**src/sv/reig_pkg.sv**
```systemverilog
// Shared types, constants and helpers for the inverted Roberts-cross edge block.
// Used by reig_front, reig_queue, reig_back and roberts_edge_inverted_gray.
package reig_pkg;

    localparam int COORD_W     = 12;
    localparam int PIX_W       = 8;
    localparam int CFG_W       = 13;
    localparam int QUEUE_DEPTH = 4;
    localparam int QPTR_W      = 2;

    localparam logic [COORD_W-1:0] ROW_LAST_MAX = 12'd4095;
    localparam logic [CFG_W-1:0]   HEIGHT_LIMIT = 13'd4096;
    localparam logic [COORD_W-1:0] RESET_H_M1   = 12'd479;
    localparam int                 RESET_WIDTH  = 640;

    // floor(n/3) for n <= 765 as (n * 683) >> 11
    localparam logic [9:0] DIV3_MUL = 10'd683;

    // result slots of one input word, in emission order
    localparam int RES_DIAG   = 0;
    localparam int RES_RIGHT  = 1;
    localparam int RES_BOTTOM = 2;
    localparam int RES_N      = 3;

    typedef enum logic [0:0] {
        REG_FRAME_WIDTH  = 1'b0,
        REG_FRAME_HEIGHT = 1'b1
    } reig_reg_t;

    typedef struct packed {
        logic [RES_N-1:0]   flags;
        logic [COORD_W-1:0] column;
        logic [COORD_W-1:0] row;
        logic [PIX_W-1:0]   diag_value;
        logic [PIX_W-1:0]   right_value;
        logic [PIX_W-1:0]   bottom_value;
    } reig_entry_t;

    typedef struct packed {
        logic full;
        logic empty;
    } reig_q_status_t;

    function automatic logic [PIX_W-1:0] gray_of(input logic [PIX_W-1:0] r,
                                                 input logic [PIX_W-1:0] g,
                                                 input logic [PIX_W-1:0] b);
        logic [9:0]  sum;
        logic [19:0] prod;
        sum  = 10'(r) + 10'(g) + 10'(b);
        prod = 20'(sum) * 20'(DIV3_MUL);
        return prod[18:11];
    endfunction

endpackage

```
**src/sv/reig_queue.sv**
```systemverilog
// Short FIFO of result entries between front and back end.
// Uses reig_pkg for the entry type and depth.
module reig_queue
    import reig_pkg::*;
(
    input  logic           aclk,
    input  logic           aresetn,
    input  logic           push_valid,
    input  reig_entry_t    push_entry,
    input  logic           pop,
    output reig_entry_t    head_entry,
    output reig_q_status_t q_status
);

    reig_entry_t         slots [QUEUE_DEPTH];
    logic [QPTR_W-1:0]   wr_ptr_reg;
    logic [QPTR_W-1:0]   rd_ptr_reg;
    logic [QPTR_W:0]     count_reg, count_next;

    assign head_entry     = slots[rd_ptr_reg];
    assign q_status.full  = (count_reg == (QPTR_W+1)'(QUEUE_DEPTH));
    assign q_status.empty = (count_reg == '0);

    always_comb begin
        count_next = count_reg;
        if (push_valid && !pop) begin
            count_next = count_reg + (QPTR_W+1)'(1);
        end else if (pop && !push_valid) begin
            count_next = count_reg - (QPTR_W+1)'(1);
        end
    end

    always_ff @(posedge aclk) begin
        if (!aresetn) begin
            wr_ptr_reg <= '0;
            rd_ptr_reg <= '0;
            count_reg  <= '0;
        end else begin
            if (push_valid) begin
                wr_ptr_reg <= wr_ptr_reg + QPTR_W'(1);
            end
            if (pop) begin
                rd_ptr_reg <= rd_ptr_reg + QPTR_W'(1);
            end
            count_reg <= count_next;
        end
    end

    always_ff @(posedge aclk) begin
        if (push_valid) begin
            slots[wr_ptr_reg] <= push_entry;
        end
    end

    a_no_overflow: assert property (@(posedge aclk) disable iff (!aresetn)
        push_valid |-> !q_status.full)
        else $error("push into a full queue");

    a_no_underflow: assert property (@(posedge aclk) disable iff (!aresetn)
        pop |-> (count_reg != '0))
        else $error("pop from an empty queue");

endmodule

```
**config.mk**
```make
export PLATFORM = sky130hd
export DESIGN_NAME = reig_queue
export DESIGN_NICKNAME = d
export VERILOG_FILES = /design/src/sv/reig_pkg.sv /design/src/sv/reig_queue.sv
export SDC_FILE = /design/constraint.sdc
export NUM_CORES = 1
export LEC_CHECK = 0
export ABC_AREA = 1
export BUFFER_PORTS_ARGS = -buffer_cell sky130_fd_sc_hd__buf_2
export CELL_PAD_IN_SITES_DETAIL_PLACEMENT = 2
export CELL_PAD_IN_SITES_GLOBAL_PLACEMENT = 2
export CORE_MARGIN = 2
export CORE_UTILIZATION = 43
export DETAILED_ROUTE_END_ITERATION = 8
export PLACE_DENSITY = 0.95
export REMOVE_ABC_BUFFERS = 1
export SYNTH_ARGS = -nofsm -noshare
export SYNTH_HDL_FRONTEND = slang
export SYNTH_SLANG_ARGS = --single-unit
```
**constraint.sdc**
```tcl
create_clock -name aclk -period 3.8 [get_ports aclk]
set_input_delay 0.95 -clock aclk [delete_from_list [all_inputs] [get_ports aclk]]
set_output_delay 0.95 -clock aclk [all_outputs]
set_load 0.1 [all_outputs]
```
==> results of run 1 <==
cell families (layout without fill, tap and decap cells):
logic type               after synthesis  count (layout)
flip-flops                           213             213
AO/OA/AOI/OAI                        163             163
AND/OR/NAND/NOR                      120             120
buffers and inverters                 49             177
adder cells (fa/ha/maj)                6               6
other                                  0               3
layout make-up:
class / count / area (um^2)
Antenna cell: 3 / 7.51
Clock buffer: 25 / 583
Clock inverter: 16 / 98.8
Fill cell: 1691 / 8710
Inverter: 17 / 66.3
Multi-Input combinational cell: 289 / 1420
Sequential cell: 213 / 6310
Tap cell: 229 / 287
Timing Repair Buffer: 119 / 663
routing by layer:
layer	GRT usage [%]	vias up	routed length (um)
met3	4.96	42	1150
met5	0	-	13
met2	39.4	150	11500
met1	30.5	2695	9480
li1	-	2291	-
met4	6.79	2	510
report_power, final:
group | switching, mW | total (mW) | internal (mW)
Combinational | 0.885 | 1.05 | 0.161
Clock | 0.886 | 2.06 | 1.17
Sequential | 0.0473 | 2.73 | 2.68
Total | 1.82 | 5.83 | 4.01
worst max-delay path by stage:
stage / endpoint / slack (ns)
2_1_floorplan: head_entry[28] / -1.07
3_3_place_gp: head_entry[43] / 0.93
3_5_place_dp: head_entry[42] / 0.59
4_1_cts: head_entry[42] / 0.03
5_1_grt: head_entry[20] / 0.13
6_report: head_entry[20] / 0.25
cells in the final DEF, fill, tap and decap left out, types with 2 or more instances in the layout:
cell	instances
a21oi_1	4
buf_12	3
buf_2	107
buf_4	9
clkbuf_1	2
clkbuf_16	23
clkinv_1	10
clkinv_2	3
dfxtp_1	7
diode_2	3
edfxtp_1	204
ha_1	5
inv_1	11
inv_2	5
nand2_1	9
nor2_1	107
nor3_1	2
o21ai_0	48
o21ai_1	60
o22ai_1	51
stage by stage:
| step | hold slack, ns | setup WS, ns | cell area [um^2] |
|---|---|---|---|
| 6_report | 0.479 | 0.251 | 9440 |
| 5_1_grt | 0.496 | 0.129 | 9430 |
| 4_1_cts | 0.484 | 0.0275 | 9430 |
| 3_5_place_dp | 0.479 | 0.594 | 8740 |
| 3_3_place_gp | 0.425 | 0.933 | 8740 |
| 2_1_floorplan | 0.412 | -1.07 | 7790 |
worst max-delay path: stages (launching register included):
cell	delay [ns]
dfxtp_4	0.66
buf_4	0.45
o21ai_1	0.17
o22ai_1	0.29
buf_2	0.48
==> run summary, run 1 <==
Largest net degree at the start of global routing - 56
Port bufs - 107
Synth async-reset ratio - 0%
Commonest cells post-synth - edfxtp_1, nor2_1, o21ai_1
Remaining routing DRC violations - 0
Peak VDD IR - 0.641 mV
Post-synthesis mux area share - 0%
H-tree Lvls - 1
Final Net Count - 724
Share of cells above drive strength 1 - 23.0%
Setup Skew - 0.0122 ns
Tmin final - 3.55 ns
DR pass1 iterations - 4
# clock sinks - 213
First-pass GRT wire length - 34.7 mm
RR Endpoint - slots[2][22]$_DFFE_PP_
Tot GR Track Use - 23.2%
Largest cells by area after synthesis - edfxtp_1, nor2_1, o22ai_1
Yosys cell types - 20
EDFF count, synth - 204
CTS hold repair buffers - 0
Max-cap violations - 0
Setup Crit Path Kind - register to output pin
Antenna-violating nets left - 0
Number of gates resized after CTS - 0
Slew margin rel. - 46.6%
Post-synthesis compound-gate area fraction - 10.9%
RSZ-0062 raised after global routing - no
Flops & latches, synth - 213
Grt ovf - 0
Arrival time at the worst endpoint - 2.60 ns
Hpwl dp - 14.8 mm
Gpl congestion - 0.755
CTS root buffer - clkbuf_16
Via count - 5180
Area leader, netlist - edfxtp_1
XOR/XNOR Fraction of Synth Area - 0%
Post-Route Utilization - 52.0%
Share of the synthesized area in the top cell type - 76.2%
Sequential fraction of the synthesis area - 78.5%
Slew @ Worst Pin - 0.801 ns
Post-Syn Instances - 551
Die W - 141 um
Reg2reg path depth - 5
Largest family of logic cells by synthesized area - compound AO/OA/AOI/OAI gates
Final setup TNS - 0 ns
CTS tree - built
Postcts setup bufs - 0
Vias in the first global route - 5686
Period utilization - 93.4%
RR Startpoint - wr_ptr_reg[0]$_SDFFE_PN0P_
Reg clk slew, reported paths - 0.06 ns
Inserted Clock Buffers - 23
CP max FO - 42
Final Setup Violations - 0
Ys flop type - edfxtp_1
Max reg flops - 204
DIE AREA - 0.0198 mm^2
Antenna violations before repair - 4
# IOs - 108
Most frequent cell after synthesis - edfxtp_1
DIE HEIGHT - 141 um
Initial Utilization - 44.3%
Area Overhead vs Synth - 17.4%
Required time of the critical path - 2.85 ns
Hold Path Stages - 1
Clock buffer depth - 3
Final Max Slew Viols - 0
Initial DRC Count - 362
FMAX - 282 MHz
Post-Synth Adder-Cell Area - 1.03%
Status - complete, no violations
Critical Path Sink Type - output pin
Yosys Warn Count - 0
Drt wl/cell - 24.9 um
Core area - 0.0181 mm^2
Crit path launch type - register
Tot Pwr - 5.83 mW
Clk_lat worst skew - 0.51 ns
Synth Area in Simple Gates - 5.68%
Hold Startpoint - rd_ptr_reg[1]$_SDFFE_PN0P_
R2R setup slack - 1.80 ns
Hold Path Class - register to register
Static Leakage - 3.35 nW
# rows - 49
Vias per Instance - 5.69
Placed insts - 867
Post-Synthesis Cell Area - 0.00804 mm^2
Final Hold Viols - 0
Avg Inst Size Synth - 14.6 um^2
Final wirelength - 22.7 mm
PD cells - 618 mW/mm^2
Non-filler cells, final - 911
Power figures use the tool's default switching activity.
==> run 2: changes to the inputs <==
Settings changed: RECOVER_POWER from default to 50.
==> run 2 against run 1 <==
  * Via count is 0.23% lower
  * Hold slack worse by 0.0067 ns
  * First-iteration DRC count is 2.2% higher
  * Non-clock buffer count stayed put
  * Clock-buffer cell count stayed put
  * Total power is 0.22% lower
  * Critical endpoint unchanged
  * Highest routed layer is now met4
  * Largest power group unchanged
  * Fmax hardly changed
  * Sequential cell count stayed put
  * Sequential power hardly changed
==> run summary, run 2 (synthesis gave the netlist of run 1 again) <==
Status - complete, no violations (unchanged)
Slew margin rel. - 15.8% (was 46.6%)
Max reg flops - 204 (unchanged)
Port bufs - 107 (unchanged)
RSZ-0062 raised after global routing - no (unchanged)
Vias per Instance - 5.69 (about the same)
Antenna-violating nets left - 0 (unchanged)
Required time of the critical path - 2.85 ns (about the same)
DR pass1 iterations - 4 (unchanged)
Vias in the first global route - 5686 (unchanged)
Worst hold slack - 0.473 ns (was 0.479 ns)
Final setup TNS - 0 ns (unchanged)
CP max FO - 42 (unchanged)
Arrival time at the worst endpoint - 2.60 ns (about the same)
First-pass GRT wire length - 34.7 mm (unchanged)
H-tree Lvls - 1 (unchanged)
Largest net degree at the start of global routing - 56 (unchanged)
Pre-CTS WS - 0.594 ns (unchanged)
Most common cell after layout, fill and taps aside - edfxtp_1 (unchanged)
Wire length on met2 - 11.4 mm (was 11.5 mm)
Area Overhead vs Synth - 16.5% (was 17.4%)
PD cells - 621 mW/mm^2 (was 618 mW/mm^2)
Final WS setup - 0.250 ns (was 0.251 ns)
Period utilization - 93.4% (about the same)
Initial Utilization - 44.3% (unchanged)
Multi-input gate area - 0.00142 mm^2 (unchanged)
Setup Skew - 0.0120 ns (was 0.0122 ns)
Final Net Count - 724 (unchanged)
Final wirelength - 22.7 mm (about the same)
Highest Signal Layer - met4 (was met5)
FMAX - 282 MHz (about the same)
Critical path cell sequence - buf_4 > o21ai_1 > o22ai_1 > buf_2 (unchanged)
Remaining routing DRC violations - 0 (unchanged)
CTS hold repair buffers - 0 (unchanged)
Final Setup Violations - 0 (unchanged)
Tmin final - 3.55 ns (about the same)
Via count - 5168 (was 5180)
Hpwl dp - 14.8 mm (unchanged)
Grt ovf - 0 (unchanged)
Share of cells above drive strength 1 - 15.0% (was 23.0%)
Final Max Slew Viols - 0 (unchanged)
Max-cap violations - 0 (unchanged)
Wl on met1 - 9.53 mm (was 9.48 mm)
Critical Path Sink Type - output pin (unchanged)
CP max stage delay - 0.66 ns (about the same)
Slew @ Worst Pin - 1.26 ns (was 0.801 ns)
Core area - 0.0181 mm^2 (unchanged)
# rows - 49 (unchanged)
Met3 wire length - 1.22 mm (was 1.15 mm)
Clock buffer depth - 3 (unchanged)
Drt wl/cell - 25.0 um (was 24.9 um)
Crit-path slowest cell - dfxtp_4 (unchanged)
Initial DRC Count - 370 (was 362)
Peak VDD IR - 0.641 mV (about the same)
Reg clk slew, reported paths - 0.06 ns (about the same)
Most frequent cells in the layout - edfxtp_1, nor2_1, o21ai_1 (was edfxtp_1, nor2_1, buf_2)
Tot GR Track Use - 23.2% (unchanged)
Static Leakage - 3.21 nW (was 3.35 nW)
Final Hold Viols - 0 (unchanged)
Inserted Clock Buffers - 23 (unchanged)
Crit path launch type - register (unchanged)
Register area - 0.00631 mm^2 (unchanged)
Post-Route Utilization - 51.6% (was 52.0%)
# clock sinks - 213 (unchanged)
Clk_lat worst skew - 0.51 ns (about the same)
# IOs - 108 (unchanged)
CTS root buffer - clkbuf_16 (unchanged)
Tot Pwr - 5.82 mW (was 5.83 mW)
Setup Crit Path Kind - register to output pin (unchanged)
Antenna violations before repair - 1 (was 4)
DIE HEIGHT - 141 um (unchanged)
Hold Path Class - register to register (unchanged)
# fillers - 1709 (was 1691)
Die W - 141 um (unchanged)
DIE AREA - 0.0198 mm^2 (unchanged)
Gpl congestion - 0.755 (unchanged)
CTS tree - built (unchanged)
run 2: cell count changes in the layout (fill, tap and decap cells not counted), sizes merged:
cell / before / now
clkbuf: 25 / 78
buf: 119 / 66
diode: 3 / 1
run 2: metrics by stage:
stage          instances  area (um^2)
6_report             909         9360
5_1_grt              909         9360
4_1_cts              908         9430
3_5_place_dp         867         8740
3_3_place_gp         867         8740
2_1_floorplan        519         7790
run 2: what timing repair did:
item / 4_1_cts / 5_1_grt
setup endpoints to repair: 0 / 1
gates resized for setup: 0 / 1
buffers inserted: 0 / 0
run 2: final timing paths:
| check | startpoint | endpoint | slack, ns | depth (start not counted) |
|---|---|---|---|---|
| min | rd_ptr_reg[1]$_SDFFE_PN0P_ | register | 0.47 | 1 |
| max | register | head_entry[20] | 0.25 | 4 |
| min reg2reg | rd_ptr_reg[1]$_SDFFE_PN0P_ | register | 0.47 | 1 |
| max reg2reg | wr_ptr_reg[1]$_SDFFE_PN0P_ | slots[3][6]$_DFFE_PP_ | 1.47 | 4 |
run 2: area by class of cell:
class	instances	area share [%]
Multi-Input combinational cell	289	15.2
Antenna cell	1	0.0267
Sequential cell	213	67.4
Inverter	17	0.708
Tap cell	229	3.06
Clock buffer	25	6.23
Timing Repair Buffer	119	6.37
Clock inverter	16	1.06
run 2: routing by layer:
layer | vias to the layer above | GRT usage [%]
li1 | 2288 | -
met1 | 2689 | 30.5
met2 | 147 | 39.4
met3 | 44 | 4.96
met4 | 0 | 6.79
met5 | - | 0
run 2: worst max-delay path, delay by kind of cell (launching register included):
kind            cells  cell delay (ns)
buf+inv             2             0.94
compound gates      2             0.47
flops               1             0.66
run 2: power by group:
group          switching [mW]  internal [mW]
Clock                   0.881           1.17
Sequential             0.0472           2.68
Combinational           0.885          0.153
==> run 3: changes to the inputs <==
Settings changed: CORE_UTILIZATION 43 to 40, PLACE_DENSITY 0.95 to 0.9.
Clock period 3.8 ns to 3.7 ns, I/O delays scaled along.
==> run 3 against run 2 <==
  * Sequential power grew 3%
  * First-iteration DRC count is 39% lower
  * Combinational power about the same
  * Non-clock buffer count shrank 3
  * Clock-buffer cell count is 5 higher
  * Clock skew down 0.0016 ns
  * Hold slack improved by 0.010 ns
  * Critical path depth stayed put
  * Utilization down 3.3 points
  * Clock power grew 7%
  * Via count is 3.2% lower
==> run summary, run 3 (synthesis gave the netlist of run 1 again) <==
Status - complete, no violations (unchanged)
Max reg flops - 204 (unchanged)
H-tree Lvls - 1 (unchanged)
DR pass1 iterations - 4 (unchanged)
Inserted Clock Buffers - 22 (was 23)
Most frequent cells in the layout - edfxtp_1, nor2_1, o21ai_1 (unchanged)
Initial Utilization - 41.0% (was 44.3%)
Tmin final - 3.46 ns
Initial DRC Count - 226 (was 370)
# IOs - 108 (unchanged)
CTS tree - built (unchanged)
Final Hold Viols - 0 (unchanged)
Critical Path Sink Type - output pin (unchanged)
Crit-path slowest cell - dfxtp_2 (was dfxtp_4)
Placed Area - 0.00882 mm^2 (was 0.00874 mm^2)
DIE AREA - 0.0212 mm^2 (was 0.0198 mm^2)
Slew margin rel. - 16.8% (was 15.8%)
Area Overhead vs Synth - 17.8% (was 16.5%)
Reg clk slew, reported paths - 0.06 ns (about the same)
Peak VDD IR - 0.476 mV (was 0.641 mV)
Antenna-violating nets left - 0 (unchanged)
Vias per Instance - 5.33 (was 5.69)
Final Setup Violations - 0 (unchanged)
Port bufs - 107 (unchanged)
Design Area, Final - 0.00947 mm^2 (was 0.00936 mm^2)
Tot Pwr - 6.07 mW (was 5.82 mW)
Arrival time at the worst endpoint - 2.54 ns (was 2.60 ns)
PD cells - 642 mW/mm^2 (was 621 mW/mm^2)
Postcts setup bufs - 0 (unchanged)
# clock sinks - 213 (unchanged)
Final WS setup - 0.236 ns (was 0.250 ns)
Vias in the first global route - 5784 (was 5686)
CP max stage delay - 0.65 ns (was 0.66 ns)
Pre-CTS WS - 0.795 ns (was 0.594 ns)
Final Max Slew Viols - 0 (unchanged)
FMAX - 289 MHz
Antenna violations before repair - 0 (was 1)
Final Net Count - 720 (was 724)
Share of cells above drive strength 1 - 14.4% (was 15.0%)
Clock buffer depth - 3 (unchanged)
Max-cap violations - 0 (unchanged)
Clk_lat worst skew - 0.49 ns (was 0.51 ns)
# fillers - 1912 (was 1709)
Via count - 5005 (was 5168)
Final wirelength - 22.7 mm (about the same)
Slew @ Worst Pin - 1.25 ns (was 1.26 ns)
Tot GR Track Use - 21.5% (was 23.2%)
Gpl congestion - 0.723 (was 0.755)
Grt ovf - 0 (unchanged)
Static Leakage - 3.22 nW (was 3.21 nW)
DIE HEIGHT - 146 um (was 141 um)
CTS root buffer - clkbuf_16 (unchanged)
RSZ-0062 raised after global routing - no (unchanged)
Core area - 0.0196 mm^2 (was 0.0181 mm^2)
Period utilization - 93.6%
Required time of the critical path - 2.77 ns (was 2.85 ns)
Critical path's top delay family - buffers and inverters (unchanged)
CP max FO - 28 (was 42)
Hold Path Class - register to register (unchanged)
Die W - 146 um (was 141 um)
Setup Crit Path Kind - register to output pin (unchanged)
# rows - 51 (was 49)
Drt wl/cell - 24.1 um (was 25.0 um)
Setup Skew - 0.0104 ns (was 0.0120 ns)
Most common cell after layout, fill and taps aside - edfxtp_1 (unchanged)
Largest net degree at the start of global routing - 103 (was 56)
WP buf/inv - 2 (unchanged)
Number of gates resized after CTS - 0 (unchanged)
Hpwl dp - 13.8 mm (was 14.8 mm)
Remaining routing DRC violations - 0 (unchanged)
First-pass GRT wire length - 34.8 mm (was 34.7 mm)
Crit path launch type - register (unchanged)
Critical path cell sequence - buf_4 > o21ai_0 > o22ai_1 > buf_2 (was buf_4 > o21ai_1 > o22ai_1 > buf_2)
# diodes - 0 (was 1)
CTS hold repair buffers - 0 (unchanged)
## run 3: changes by cell type in the layout (fill, tap and decap cells not counted), sizes merged
cell | before | now
inv | 18 | 16
diode | 1 | 0
clkbuf | 78 | 83
buf | 66 | 63
bufinv | 1 | 2
clkinv | 13 | 7
## run 3: stage by stage
step,hold slack (ns),cells,utilization (%),setup TNS [ns]
3_3_place_gp,0.419,900,45.0,0
6_report,0.483,939,48.3,0
3_5_place_dp,0.472,900,45.0,0
2_1_floorplan,0.412,519,-,-56.32
4_1_cts,0.493,939,48.7,0
5_1_grt,0.509,939,48.3,0
## run 3: final timing paths
path / from / endpoint / slack [ns] / depth (start not counted)
worst min register to register: rd_ptr_reg[1]$_SDFFE_PN0P_ / register / 0.48 / 1
worst max register to register: wr_ptr_reg[0]$_SDFFE_PN0P_ / slots[2][21]$_DFFE_PP_ / 1.44 / 5
worst max-delay path: register / head_entry[40] / 0.24 / 4
worst min-delay path: rd_ptr_reg[1]$_SDFFE_PN0P_ / register / 0.48 / 1
## run 3: power by group
part | switching (mW) | internal [mW]
registers | 0.0426 | 2.75
clock network | 0.893 | 1.31
logic | 0.910 | 0.161
total | 1.85 | 4.23
## run 3: worst register-to-register path, cell delays in order, from the launching register on
cell and delay [ns]:
dfxtp_1 0.34, inv_1 0.13, ha_1 0.16, nand2_1 0.06, inv_1 0.92, buf_12 0.33
## run 3: per-layer routing
| metal | routed length, um | part of all wire [%] | GRT usage [%] |
|---|---|---|---|
| met4 | 430 | 1.9 | 5.05 |
| met1 | 8950 | 39 | 24.9 |
| met3 | 919 | 4.1 | 3.73 |
| met2 | 12400 | 55 | 41.0 |
| met5 | 0 | 0 | 0 |
## run 3: final cells by class
type | instances | area, um^2 | area share (%)
well taps | 265 | 332 | 3.50
clock inverters | 9 | 92.6 | 0.978
flip-flops and latches | 213 | 6310 | 66.7
multi-input cells | 289 | 1420 | 15.0
clock buffers | 30 | 622 | 6.57
repair buffers | 116 | 624 | 6.60
inverters | 17 | 65.1 | 0.687
