### src/sv/reig_pkg.sv
// Shared types, constants and helpers for the inverted Roberts-cross edge block.
// Used by reig_front, reig_queue, reig_back and roberts_edge_inverted_gray.
package reig_pkg;

    localparam int COORD_W     = 12;
    localparam int PIX_W       = 8;
    localparam int CFG_W       = 13;
    localparam int QUEUE_DEPTH = 4;
    localparam int QPTR_W      = 2;

    localparam logic [COORD_W-1:0] ROW_LAST_MAX = 12'd4095;
    localparam logic [CFG_W-1:0]   HEIGHT_LIMIT = 13'd4096;
    localparam logic [COORD_W-1:0] RESET_H_M1   = 12'd479;
    localparam int                 RESET_WIDTH  = 640;

    // floor(n/3) for n <= 765 as (n * 683) >> 11
    localparam logic [9:0] DIV3_MUL = 10'd683;

    // result slots of one input word, in emission order
    localparam int RES_DIAG   = 0;
    localparam int RES_RIGHT  = 1;
    localparam int RES_BOTTOM = 2;
    localparam int RES_N      = 3;

    typedef enum logic [0:0] {
        REG_FRAME_WIDTH  = 1'b0,
        REG_FRAME_HEIGHT = 1'b1
    } reig_reg_t;

    typedef struct packed {
        logic [RES_N-1:0]   flags;
        logic [COORD_W-1:0] column;
        logic [COORD_W-1:0] row;
        logic [PIX_W-1:0]   diag_value;
        logic [PIX_W-1:0]   right_value;
        logic [PIX_W-1:0]   bottom_value;
    } reig_entry_t;

    typedef struct packed {
        logic full;
        logic empty;
    } reig_q_status_t;

    function automatic logic [PIX_W-1:0] gray_of(input logic [PIX_W-1:0] r,
                                                 input logic [PIX_W-1:0] g,
                                                 input logic [PIX_W-1:0] b);
        logic [9:0]  sum;
        logic [19:0] prod;
        sum  = 10'(r) + 10'(g) + 10'(b);
        prod = 20'(sum) * 20'(DIV3_MUL);
        return prod[18:11];
    endfunction

endpackage

### src/sv/reig_back.sv
// Back end: walks the result slots of the queue head and drives the result
// channel through an output register. Uses reig_pkg.
module reig_back
    import reig_pkg::*;
(
    input  logic                aclk,
    input  logic                aresetn,
    input  reig_entry_t         head_entry,
    input  reig_q_status_t      q_status,
    output logic                pop,
    output logic                m_valid,
    input  logic                m_ready,
    output logic [COORD_W-1:0]  m_column,
    output logic [COORD_W-1:0]  m_row,
    output logic [PIX_W-1:0]    m_edge_value,
    output logic                m_last_of_run
);

    logic [RES_N-1:0]   done_reg, done_next;
    logic               m_valid_reg, m_valid_next;
    logic [COORD_W-1:0] column_reg, column_next;
    logic [COORD_W-1:0] row_reg, row_next;
    logic [PIX_W-1:0]   value_reg, value_next;
    logic               last_reg, last_next;

    logic               head_valid;
    logic               load;
    logic [RES_N-1:0]   remaining;
    logic [RES_N-1:0]   pick;
    logic               last;

    assign head_valid = !q_status.empty;
    assign remaining  = head_entry.flags & ~done_reg;

    // lowest pending slot goes first
    always_comb begin
        pick             = '0;
        pick[RES_DIAG]   = remaining[RES_DIAG];
        pick[RES_RIGHT]  = remaining[RES_RIGHT] && !remaining[RES_DIAG];
        pick[RES_BOTTOM] = remaining[RES_BOTTOM] && !remaining[RES_RIGHT]
                           && !remaining[RES_DIAG];
    end

    assign last = ((remaining & ~pick) == '0);
    assign load = head_valid && (!m_valid_reg || m_ready);
    assign pop  = load && last;

    always_comb begin
        done_next    = done_reg;
        m_valid_next = m_valid_reg;
        column_next  = column_reg;
        row_next     = row_reg;
        value_next   = value_reg;
        last_next    = last_reg;
        if (m_ready) begin
            m_valid_next = 1'b0;
        end
        if (load) begin
            m_valid_next = 1'b1;
            last_next    = last;
            done_next    = last ? '0 : (done_reg | pick);
            case (pick)
                RES_N'(1 << RES_DIAG): begin
                    column_next = head_entry.column - COORD_W'(1);
                    row_next    = head_entry.row - COORD_W'(1);
                    value_next  = head_entry.diag_value;
                end
                RES_N'(1 << RES_RIGHT): begin
                    column_next = head_entry.column;
                    row_next    = head_entry.row - COORD_W'(1);
                    value_next  = head_entry.right_value;
                end
                default: begin
                    column_next = head_entry.column;
                    row_next    = head_entry.row;
                    value_next  = head_entry.bottom_value;
                end
            endcase
        end
    end

    always_ff @(posedge aclk) begin
        if (!aresetn) begin
            done_reg    <= '0;
            m_valid_reg <= 1'b0;
        end else begin
            done_reg    <= done_next;
            m_valid_reg <= m_valid_next;
        end
    end

    always_ff @(posedge aclk) begin
        column_reg <= column_next;
        row_reg    <= row_next;
        value_reg  <= value_next;
        last_reg   <= last_next;
    end

    assign m_valid       = m_valid_reg;
    assign m_column      = column_reg;
    assign m_row         = row_reg;
    assign m_edge_value  = value_reg;
    assign m_last_of_run = last_reg;

    a_head_pending: assert property (@(posedge aclk) disable iff (!aresetn)
        head_valid |-> (remaining != '0))
        else $error("queue head has no result left to send");

    a_done_needs_head: assert property (@(posedge aclk) disable iff (!aresetn)
        (done_reg != '0) |-> head_valid)
        else $error("partly sent entry vanished from the queue");

endmodule

### config.mk
export PLATFORM = sky130hd
export DESIGN_NAME = reig_back
export DESIGN_NICKNAME = d
export VERILOG_FILES = /design/src/sv/reig_pkg.sv /design/src/sv/reig_back.sv
export SDC_FILE = /design/constraint.sdc
export NUM_CORES = 1
export LEC_CHECK = 0
export BUFFER_PORTS_ARGS = -buffer_cell sky130_fd_sc_hd__buf_2
export CORE_MARGIN = 2
export CORE_UTILIZATION = 41
export CTS_CLUSTER_SIZE = 24
export DETAILED_ROUTE_END_ITERATION = 8
export MAX_ROUTING_LAYER = met4
export PLACE_DENSITY = 0.76
export SYNTH_ARGS = -nofsm -noshare
export SYNTH_HDL_FRONTEND = slang
export SYNTH_SLANG_ARGS = --single-unit
### constraint.sdc
create_clock -name aclk -period 1.9 [get_ports aclk]
set_clock_uncertainty 0.1 [all_clocks]
set_input_delay 0.095 -clock aclk [delete_from_list [all_inputs] [get_ports aclk]]
set_output_delay 0.095 -clock aclk [all_outputs]
set_load 0.05 [all_outputs]
==> impl.org, run 1 <==
** Synthesis
- Sequential elements use between 50% and 60% of the synthesized area.
- Synth warnings :: 0
- When the netlist entered floorplanning its net count stood at around 220.
- The synthesized netlist occupies a cell area of around 1800 µm².
- By area the synthesized netlist is led by sky130_fd_sc_hd__edfxtp_1 55%, sky130_fd_sc_hd__xor2_1 6.3%, sky130_fd_sc_hd__nand2_1 5.0%.
- Synth top area share :: a little under three fifths
- After technology mapping, the gate count stands at 161.
- Summed over all instances, the cell type with the most area after synthesis is sky130_fd_sc_hd__edfxtp_1.
- Post-synthesis average cell area :: ~11 µm²
- Distinct cells, synth :: 27
- Counting flops and latches in the post-synthesis netlist gives 37.
- Most instantiated flip-flop cell in the synthesis netlist :: sky130_fd_sc_hd__edfxtp_1
- FFs w/ async S/R, synth :: 0%
- Counting flops with a built-in enable in the synthesized netlist gives 33.

** Worst setup path
- Maximum cell stage delay along the critical path :: between 0.3 and 0.4 ns
- Critical path data required time :: between 1.5 and 2 ns
- The critical path is of the flop to flop type.
- In this run the worst path has a maximum fanout of 8.
- Slowest-stage cell, CP :: sky130_fd_sc_hd__dfxtp_1
- Walking the worst path, the cells encountered are nand2b_1 > buf_4 > a211o_1 > nor4_1 > xor2_1.
- STA classifies the critical path endpoint as a flop.
- The worst setup path is launched from a flop.
- Crit path DAT :: ~1.7 ns

** STA
- Final hold viol count :: 0
- At the pin with the least slew margin, the transition time is between 0.3 and 0.4 ns.
- Setup violations remaining at the end of the flow were counted as 0.
- Relative slew slack :: 74.0%
- Of the available clock period, the critical path in the final layout requires between 90% and 100%.
- Unrepaired setup endpoints after global routing :: false
- Setup slack on the critical path of the routed design comes to 0.125 ns.
- Hold Slack :: approximately 0.015 ns
- The worst path needs between 1.5 and 2 ns of the cycle, external delays included.
- Derived from the worst setup path, the maximum achievable clock frequency is approximately 560 MHz.
- The final max-slew violation count is 0.

** Detailed routing
- After detailed routing, the number of remaining DRC violations is 0.
- First-pass detailed-route iteration total :: 4
- Total via count in the routed design :: ~1,500
- Remaining antenna violation count after routing :: 0
- In the final routed layout, each cell accounts on average for ~13 µm.
- Number of DRC markers after the initial detailed-route iteration :: between 100 and 150
- In the routed layout, each cell is associated on average with a via count of 4.75.
- The routed design has between 4 and 5 mm of wire.

** Layout
- The repair_antennas step left the layout with diodes totalling 0.
- Share of the core filled with cells :: roughly 58%
- Share of cells above drive strength 1 :: between 40 and 50%
- Across the whole layout, storage elements account for about 1100 µm².
- Nets :: 320
- Summing all multi-input logic gate instances after layout gives between 600 and 700 µm².
- Layout filler cell count :: about 370
- The area growth from synthesis to layout is 37.6%.

** CTS
- After clock tree synthesis, the clock-pin slew on the worst setup and hold paths is around 0.07 ns.
- TritonCTS built the clock tree.
- The later pin in the worst-skew pair is clocked with a latency of between 0.2 and 0.3 ns.
- TritonCTS Buffers :: 5
- In this run the number of H-tree levels came out at 2.
- Post-CTS setup buffers :: 0
- CTS max path bufs :: 2
- Sinks on Clock Net :: 37
- CTS Root Cell :: sky130_fd_sc_hd__clkbuf_8

** Run
- Max-cap violations in this run came to 0.

** GRT
- met2 is the most crowded layer.
- Remaining global-route overflow :: 0
- The first global-routing pass estimated 6.38 mm of wire.
- For this run, global-route usage on met2 was measured as slightly below 30%.
- Number of antenna violations at the first check in global routing :: 0
- GR Layer Usage met3 :: about 4.3%
- Pin count of the biggest net entering global routing :: 20
- Global-route usage over all layers :: between 10% and 20%
- For met1 alone, demand over resource in global routing was 19.2%.
- The number of global-route vias before repair is between 1,000 and 1,500.

** Hold path
- Class of the worst hold path :: input pin to flop

** Power and ir drop
- Static Leakage :: 1.09 nW
- Dividing total power by cell area gives a power density of around 800 nW/µm².
- VDD IR-drop max :: between 0.0003 and 0.0004 V
- Post-layout power :: 1.94 mW

** Place
- Count of buffers inserted at the top-level ports :: 89
- Final RePlAce weighted congestion :: roughly 0.79
- Dpl hpwl :: 3.16 mm
- Worst-case setup slack after placement :: around 0.06 ns

** Outcome
- Result of the run :: finished, final reports clean

** Floorplan
- The initial utilization of the core area, before any placement, comes to between 40% and 50%.
- Std-Cell Rows :: 24
- The core region is ~4300 µm².
- Ports :: 91
- X dimension of the die :: around 70 µm
- The die covers 4930 µm².
- The floorplan step set the die height to roughly 70 µm.
==> worst max-delay path: cells and delay by family, from the launching register on <==
kind                   cells  cell delay, ns
XOR/XNOR                   1            0.13
AO/OA/AOI/OAI              1            0.31
flip-flops                 1            0.32
buffers and inverters      1            0.17
AND/OR/NAND/NOR            2            0.47
==> synthesized netlist by cell type (2+ instances only) <==
| cell type | n |
|---|---|
| sky130_fd_sc_hd__or3_1 | 2 |
| sky130_fd_sc_hd__clkbuf_1 | 6 |
| sky130_fd_sc_hd__a21boi_0 | 3 |
| sky130_fd_sc_hd__nand2_1 | 24 |
| sky130_fd_sc_hd__nor2b_1 | 2 |
| sky130_fd_sc_hd__nand2b_1 | 5 |
| sky130_fd_sc_hd__or4_1 | 4 |
| sky130_fd_sc_hd__ha_1 | 2 |
| sky130_fd_sc_hd__xor2_1 | 13 |
| sky130_fd_sc_hd__nor4_1 | 2 |
| sky130_fd_sc_hd__nor2_1 | 17 |
| sky130_fd_sc_hd__o21ai_0 | 5 |
| sky130_fd_sc_hd__dfxtp_1 | 4 |
| sky130_fd_sc_hd__a21oi_1 | 4 |
| sky130_fd_sc_hd__nor3_1 | 6 |
| sky130_fd_sc_hd__a31oi_1 | 8 |
| sky130_fd_sc_hd__edfxtp_1 | 33 |
| sky130_fd_sc_hd__inv_1 | 5 |
| sky130_fd_sc_hd__xnor2_1 | 8 |
==> power by group <==
group	switching, mW	total [mW]	internal, mW
logic	0.330	0.473	0.144
clock network	0.248	0.494	0.247
registers	0.0130	0.969	0.956
==> routing by layer <==
metal | vias to the layer above | share of wire [%]
li1 | 778 | -
met2 | 52 | 52
met4 | 0 | 2.0
met3 | 6 | 4.9
met5 | - | 0
met1 | 656 | 41
==> area by class of cell <==
class / instances / share of cell area [%]
Multi-Input combinational cell: 113 / 27.8
Sequential cell: 37 / 43.3
Clock buffer: 6 / 2.93
Inverter: 5 / 0.910
Clock inverter: 1 / 0.152
Timing Repair Buffer: 100 / 22.2
Tap cell: 52 / 2.63
==> path summary, 6_finish.rpt <==
check	from	end	slack, ns	depth (start not counted)
worst max-delay path	done_reg[0]$_SDFFE_PN0P_	m_row[7]$_DFFE_PP_	0.12	5
worst max register to register	done_reg[0]$_SDFFE_PN0P_	m_row[7]$_DFFE_PP_	0.12	5
worst min-delay path	head_entry[38]	m_column[2]$_DFFE_PP_	0.02	3
worst min register to register	done_reg[2]$_SDFFE_PN0P_	done_reg[2]$_SDFFE_PN0P_	0.39	1
==> cells in the final DEF (no fill, tap or decap), types with 2 or more instances in the layout <==
cell type	synthesis	layout
sky130_fd_sc_hd__dlygate4sd3_1	0	3
sky130_fd_sc_hd__a31oi_1	8	8
sky130_fd_sc_hd__buf_4	0	7
sky130_fd_sc_hd__nand2_1	24	23
sky130_fd_sc_hd__or3_1	2	2
sky130_fd_sc_hd__xnor2_1	8	8
sky130_fd_sc_hd__nor2b_1	2	2
sky130_fd_sc_hd__buf_2	0	88
sky130_fd_sc_hd__nand2b_1	5	5
sky130_fd_sc_hd__ha_1	2	2
sky130_fd_sc_hd__edfxtp_1	33	33
sky130_fd_sc_hd__clkbuf_8	0	5
sky130_fd_sc_hd__o21ai_0	5	5
sky130_fd_sc_hd__a21boi_0	3	3
sky130_fd_sc_hd__nor2_1	17	17
sky130_fd_sc_hd__nor4_1	2	2
sky130_fd_sc_hd__a21oi_1	4	4
sky130_fd_sc_hd__or4_1	4	4
sky130_fd_sc_hd__xor2_1	13	13
sky130_fd_sc_hd__nor3_1	6	6
sky130_fd_sc_hd__dfxtp_1	4	3
sky130_fd_sc_hd__inv_1	5	4
==> kinds of logic after synthesis <==
kind of cell    synth area share [%]
compound gates                  7.44
xor+xnor                        10.2
fa+ha+maj                       1.39
buf+inv                         2.29
flops                           59.5
simple gates                    19.1
==> stage by stage <==
step | TNS [ns] | area (µm²) | cells
6_report | 0 | 2480 | 314
3_5_place_dp | 0 | 2360 | 304
3_3_place_gp | 0 | 2360 | 304
5_1_grt | 0 | 2480 | 314
2_1_floorplan | -0.00730 | 1800 | 161
4_1_cts | 0 | 2470 | 314
==> repair_timing <==
item / in CTS / in global routing
hold endpoints to repair: 3 / 0
endpoints found under the setup margin: 0 / 1
hold buffers: 3 / 0
gates resized for setup: 0 / 2
Note: power is estimated with default switching activity, not from simulation.
==> run 2: changes to the inputs <==
- CORE_UTILIZATION: 41 -> 35
- PLACE_DENSITY: 0.76 -> 0.67
==> impl.org, run 2 (synthesized netlist as in run 1, its figures left out) <==
** Outcome
- Result of the run :: finished, final reports clean

** Worst setup path
- Crit path DAT :: approximately 1.7 ns
- Critical path data required time :: about 1.8 ns
- Crit Path Max Fanout :: 5
- Path type of the worst setup path :: flop to flop
- Nature of the critical path startpoint :: flop
- STA classifies the critical path endpoint as a flop.
- Register-to-register path setup slack :: roughly 0.16 ns

** Floorplan
- In this run the horizontal extent of the chip is ~76 µm.
- After floorplanning, the core was divided into 26 placement rows.
- Vert. Die Dim :: ~76 µm
- The region available for standard cell placement spans between 5000 and 6000 µm².
- For this configuration, the core starts out at a cell density of 35.7%.
- The die covers ~5700 µm².
- During I/O placement, the number of pins put on the boundary was 91.

** CTS
- Counting along the longest clock path gives a buffer depth of 2.
- Post-CTS setup buffers :: 0
- CTS Root Cell :: sky130_fd_sc_hd__clkbuf_8
- Sinks on Clock Net :: 37
- CTS built an H-tree with a depth of 2.
- Clock network latency to the later pin of the worst-skew pair :: 0.28 ns
- TritonCTS built the clock tree.
- Clock-pin slew was measured on the worst setup and hold paths at approximately 0.070 ns.
- TritonCTS created 5 clock buffers.

** Detailed routing
- The routed layout has around 1,500 vias.
- Overall routed net length :: 3.73 mm
- After the first detailed-routing iteration, the DRC count stood at 36.
- Drt via density :: between 4 and 5
- Drt drc :: 0
- First-pass detailed-route iteration total :: 4
- Average wire per standard cell :: 11.2 µm
- Remaining antenna violation count after routing :: 0

** STA
- For the pin with the worst max-slew slack, the measured transition is between 0.3 and 0.4 ns.
- The final max-slew violation count is 0.
- The total count of hold-check failures in the final report is 0.
- Time the worst path needs with I/O delays and setup :: roughly 1.7 ns
- Maximum clock frequency :: 574 MHz
- Setup repair after global routing left no endpoint under its margin.
- The tightest hold path in the finished design has a slack of around 0.015 ns.
- The worst path uses ~90% of the clock period.
- Relative slew slack :: about three quarters
- # setup viols final :: 0

** GRT
- The first global-routing pass estimated approximately 5.5 mm of wire.
- The number of global-route vias before repair is between 1,000 and 1,500.
- Remaining global-route overflow :: 0
- Global-route usage over all layers :: approximately 13%
- Entering global routing, the biggest net connects 24 pins.
- The initial antenna violation count came to 0.

** Place
- Summed over all nets, the half-perimeter wirelength after detailed placement is approximately 2.9 mm.
- At the end of routability-driven placement, the weighted congestion stood at a little under 0.8.
- Count of buffers inserted at the top-level ports :: 89

** Layout
- Share of cells above drive strength 1 :: between 40% and 50%
- In the layout the commonest cells are 88 x sky130_fd_sc_hd__buf_2, 33 x sky130_fd_sc_hd__edfxtp_1, 23 x sky130_fd_sc_hd__nand2_1, 17 x sky130_fd_sc_hd__nor2_1, 13 x sky130_fd_sc_hd__xor2_1.
- Compared with the post-synthesis result, the final layout area differs by 38.9%.
- The number of antenna diodes in the final layout is 0.
- The layout has ~470 filler cells.
- For this run, the share of the core covered by cells in the final layout is between 40 and 50%.
- Leaving out fill and tap cells, the most frequent cell in the layout is sky130_fd_sc_hd__buf_2.
- Nets :: 320

** Power and ir drop
- VDD IR-drop max :: between 0.0002 and 0.00025 V
- Static Leakage :: around 1.1 nW
- Power Dens Cells :: about 780 nW/µm²

** Hold path
- Class of the worst hold path :: input pin to flop

** Run
- Reported max-cap violation count :: 0
[run 2: worst max-delay path: stages (launching register included)]
cell                       delay, ns
sky130_fd_sc_hd__dfxtp_1        0.33
sky130_fd_sc_hd__nand2b_1       0.17
sky130_fd_sc_hd__or4_1          0.57
sky130_fd_sc_hd__nor3_1         0.24
sky130_fd_sc_hd__xor2_1         0.09
[run 2: cell type report]
cell class | count | area, µm² | area share, %
clock buffers | 6 | 72.6 | 2.90
repair buffers | 100 | 551 | 22.0
clock inverters | 1 | 3.75 | 0.150
inverters | 5 | 22.5 | 0.901
multi-input cells | 113 | 689 | 27.6
well taps | 70 | 87.6 | 3.51
flip-flops and latches | 37 | 1070 | 42.9
[run 2: metrics by stage]
stage          setup slack [ns]  total power, mW  setup TNS [ns]  std cells  cell area, µm²
3_3_place_gp             0.0973             1.45               0        322            2390
3_5_place_dp             0.0887             1.45               0        322            2390
6_report                  0.158             1.94               0        332            2500
5_1_grt                  0.0236             2.04               0        332            2500
2_1_floorplan          -0.00730             1.29        -0.00730        161            1800
4_1_cts                  0.0975             1.97               0        332            2490
[run 2: final timing paths]
path	from	to	cells past startpoint
worst max-delay path	done_reg[0]$_SDFFE_PN0P_	m_column[5]$_DFFE_PP_	4
worst min-delay path	head_entry[47]	m_column[11]$_DFFE_PP_	2
worst min register to register	done_reg[2]$_SDFFE_PN0P_	done_reg[2]$_SDFFE_PN0P_	1
worst max register to register	done_reg[0]$_SDFFE_PN0P_	m_column[5]$_DFFE_PP_	4
[run 2: what timing repair did]
item	4_1_cts	5_1_grt
hold endpoints to repair	4	0
resized for setup	0	2
endpoints found under the setup margin	0	1
hold buffers	3	0
[run 2: where the power goes]
group / internal, mW / switching, mW
combinational: 0.143 / 0.325
sequential: 0.955 / 0.0117
clock: 0.247 / 0.257
total: 1.35 / 0.594
[run 2: layer usage]
layer | vias up | global-route usage (%) | wire length, µm
met3 | 4 | 4.89 | 283
li1 | 776 | - | -
met1 | 669 | 16.8 | 1650
met2 | 57 | 20.8 | 1770
met5 | - | - | 0
met4 | 0 | 3.70 | 30
==> run 3: changes to the inputs <==
- ABC_AREA: default -> 1
- PLACE_DENSITY: 0.67 -> 0.66
==> impl.org, run 3 <==
** Detailed routing
- The first detailed-routing pass ran for 4 iterations.
- Drt drc :: 0
- Summing over every cut layer, the via total after detailed routing is 1,771.
- Remaining antenna violation count after routing :: 0
- Overall routed net length :: roughly 4.6 mm
- Number of DRC markers after the initial detailed-route iteration :: 96
- In the routed layout, each cell is associated on average with a via count of approximately 4.4.
- Average wire per standard cell :: between 10 and 15 µm

** Worst setup path
- Data on the critical path is required at its endpoint by 1.84 ns.
- Path type of the worst setup path :: input pin to flop
- Crit path DAT :: approximately 1.8 ns
- Crit Path Max Fanout :: 9
- Maximum cell stage delay along the critical path :: between 0.5 and 0.6 ns
- The largest individual stage delay along the critical path comes from the cell sky130_fd_sc_hd__dlygate4sd3_1.
- The worst setup path is launched from an input pin.
- Crit path capture type :: flop
- The critical path goes through dlygate4sd3_1 > buf_2 > inv_2 > nor2_4 > nor2_4 > nand2_1 > nand3_1 > dlygate4sd3_1.

** STA
- Setup violations remaining at the end of the flow were counted as 0.
- Actual transition at the worst max-transition pin :: around 0.45 ns
- In this run the tightest slew margin relative to its limit is a little over two thirds.
- Maximum clock frequency :: 552 MHz
- Number of max-slew violations in the final report :: 0
- Unrepaired setup endpoints after global routing :: false
- The total count of hold-check failures in the final report is 0.
- Post-route clock period utilization :: about 95%
- The worst path needs ~1.8 ns of the cycle, external delays included.
- For the final routed database, the setup TNS stands at 0 ns.

** CTS
- Clock network latency to the later pin of the worst-skew pair :: between 0.2 and 0.3 ns
- In this run the deepest clock path goes through 2 buffers.
- CTS built an H-tree with a depth of 2.
- CTS tree :: built
- CTS Root Cell :: sky130_fd_sc_hd__clkbuf_8
- Clock edge transition at the registers on the reported setup and hold paths :: approximately 0.07 ns
- TritonCTS Buffers :: 5
- Counting every sink on the clock net gives 37.

** Synthesis
- Synth warnings :: 0
- Counting every instance in the synthesized netlist gives between 200 and 250.
- Top-count cell post-synth :: sky130_fd_sc_hd__nand2_1
- Top cells by instance count after synthesis :: 65 x sky130_fd_sc_hd__nand2_1, 35 x sky130_fd_sc_hd__inv_1, 33 x sky130_fd_sc_hd__edfxtp_1
- Summed over its instances, the top area cell type makes up slightly above 50% of the synthesized netlist area.
- Counting distinct cell types in the post-synthesis netlist gives 23.
- After synthesis the netlist holds a flip-flop and latch count of 37.
- Post-synthesis sequential area ratio :: between 50% and 60%
- FFs w/ async S/R, synth :: 0%
- Most instantiated flip-flop cell in the synthesis netlist :: sky130_fd_sc_hd__edfxtp_1
- The largest total area in the synthesized netlist belongs to sky130_fd_sc_hd__edfxtp_1.
- Synthesis produced a netlist with a net count of 272.
- The synthesized design contains 33 enable-type register cells.
- The cell area that synthesis handed to floorplanning was roughly 1900 µm².
- Post-synthesis average cell area :: roughly 9.0 µm²
- In the post-synthesis netlist, the biggest area contributors are sky130_fd_sc_hd__edfxtp_1 52%, sky130_fd_sc_hd__nand2_1 13%, sky130_fd_sc_hd__inv_1 6.8%.

** Run
- Reported max-cap violation count :: 0

** Layout
- Share of cells above drive strength 1 :: between 30% and 40%
- After the last flow step, the layout net total stands at 393.
- In the layout the commonest cells are 89 x sky130_fd_sc_hd__buf_2, 65 x sky130_fd_sc_hd__nand2_1, 35 x sky130_fd_sc_hd__inv_1, 33 x sky130_fd_sc_hd__edfxtp_1, 20 x sky130_fd_sc_hd__dlygate4sd3_1.
- The area growth from synthesis to layout is 47.2%.
- The repair_antennas step left the layout with diodes totalling 0.
- Commonest non-fill, non-tap cell in the layout :: sky130_fd_sc_hd__buf_2

** Floorplan
- Ports :: 91
- The die is roughly 80 µm wide.
- Std-Cell Rows :: 26
- Die ar. :: 6100 µm²
- Vert. Die Dim :: 78.1 µm
- Effective utilization at floorplan :: a little under two fifths
- Placeable core region :: 5200 µm²

** Hold path
- Class of the worst hold path :: input pin to flop

** Power and ir drop
- Static Leakage :: around 1.4 nW
- Dividing total power by cell area gives a power density of 782 nW/µm².
- Post-layout power :: 2.21 mW
- Across the VDD grid, the largest voltage drop is around 0.0003 V.

** Place
- Routability-driven placement finished with a final weighted congestion of 0.783.
- Count of buffers inserted at the top-level ports :: just under 90
- The wire-length estimate of the detail-placed layout is around 3.3 mm.

** GRT
- Global routing finished with a remaining overflow of 0.
- The first global-routing pass estimated approximately 7.3 mm of wire.
- Via count of the first global-routing pass :: 1,680
- In the global route stage, overall resource usage came out at 15.9%.
- Pin count of the biggest net entering global routing :: 31
- Number of antenna violations at the first check in global routing :: 0

** Outcome
- The flow ran to the end, and the final reports show no timing, DRC or antenna violations.
==> run 3: cell types whose count changed after synthesis, moves of 3 or more <==
cell / before / now
sky130_fd_sc_hd__nand2b_1: 5 / 0
sky130_fd_sc_hd__a21boi_0: 3 / 0
sky130_fd_sc_hd__a31oi_1: 8 / 0
sky130_fd_sc_hd__nand3_1: 1 / 18
sky130_fd_sc_hd__xnor2_1: 8 / 2
sky130_fd_sc_hd__inv_1: 5 / 35
sky130_fd_sc_hd__nand2_1: 24 / 65
sky130_fd_sc_hd__nand2_2: 0 / 3
sky130_fd_sc_hd__clkbuf_1: 6 / 0
sky130_fd_sc_hd__nor3_1: 6 / 2
sky130_fd_sc_hd__nor2_4: 0 / 3
sky130_fd_sc_hd__or4_1: 4 / 0
sky130_fd_sc_hd__xor2_1: 13 / 10
==> run 3: critical path: cells and delay by family <==
family,cells,cell delay (ns)
buffers and inverters,4,1.29
AND/OR/NAND/NOR,4,0.37
==> run 3: logic make-up after synthesis <==
group / Yosys count / share of synthesized area [%]
AO/OA/AOI/OAI: 11 / 2.87
AND/OR/NAND/NOR: 114 / 27.0
adder cells (fa/ha/maj): 2 / 1.30
flip-flops: 37 / 55.8
XOR/XNOR: 12 / 5.47
buffers and inverters: 38 / 7.62
==> run 3: timing repair <==
item,in CTS,in global routing
setup buffers,0,4
endpoints found under the hold margin,16,0
resized for setup,0,2
setup endpoints to repair,0,4
hold buffers,20,0
==> run 3: metal layers <==
metal  global-route usage (%)  up-vias  share of wire [%]
li1                         -      928                  -
met1                     17.0      785                 42
met2                     29.0       52                 51
met3                     3.45        6                5.5
met4                     5.79        0                1.6
met5                        -        -                  0
==> run 3: layout make-up <==
cell class,count,area [µm²]
Inverter,37,141
Tap cell,70,87.6
Sequential cell,37,1070
Multi-Input combinational cell,139,708
Clock inverter,1,30.0
Clock buffer,7,86.3
Timing Repair Buffer,115,703
Fill cell,506,2380
==> run 3: per-stage QoR <==
step	area [µm²]	std cells	setup WS, ns	hold slack (ns)	utilization [%]
global placement	2470	374	0.439	0.189	47.5
global route	2830	406	0.00684	0.00681	54.3
CTS	2790	402	0.0262	0.000242	53.6
detailed placement	2470	374	0.383	0.200	47.5
floorplan	1920	214	0.0463	0.0874	-
finish	2830	406	0.0872	0.00662	54.3
==> run 3: power breakdown <==
group | internal (mW) | switching (mW) | leakage, nW
Sequential | 0.957 | 0.0135 | 0.353
Clock | 0.428 | 0.276 | 0.0585
Combinational | 0.174 | 0.362 | 0.954
==> run 3: path summary, 6_finish.rpt <==
kind | start | to | slack, ns | cells past startpoint
worst max register to register | done_reg[0]$_SDFFE_PN0P_ | m_edge_value[5]$_DFFE_PP_ | 0.12 | 7
worst max-delay path | head_entry[48] | m_edge_value[5]$_DFFE_PP_ | 0.09 | 8
worst min register to register | done_reg[2]$_SDFFE_PN0P_ | done_reg[2]$_SDFFE_PN0P_ | 0.36 | 2
worst min-delay path | head_entry[41] | m_column[5]$_DFFE_PP_ | 0.007 | 3
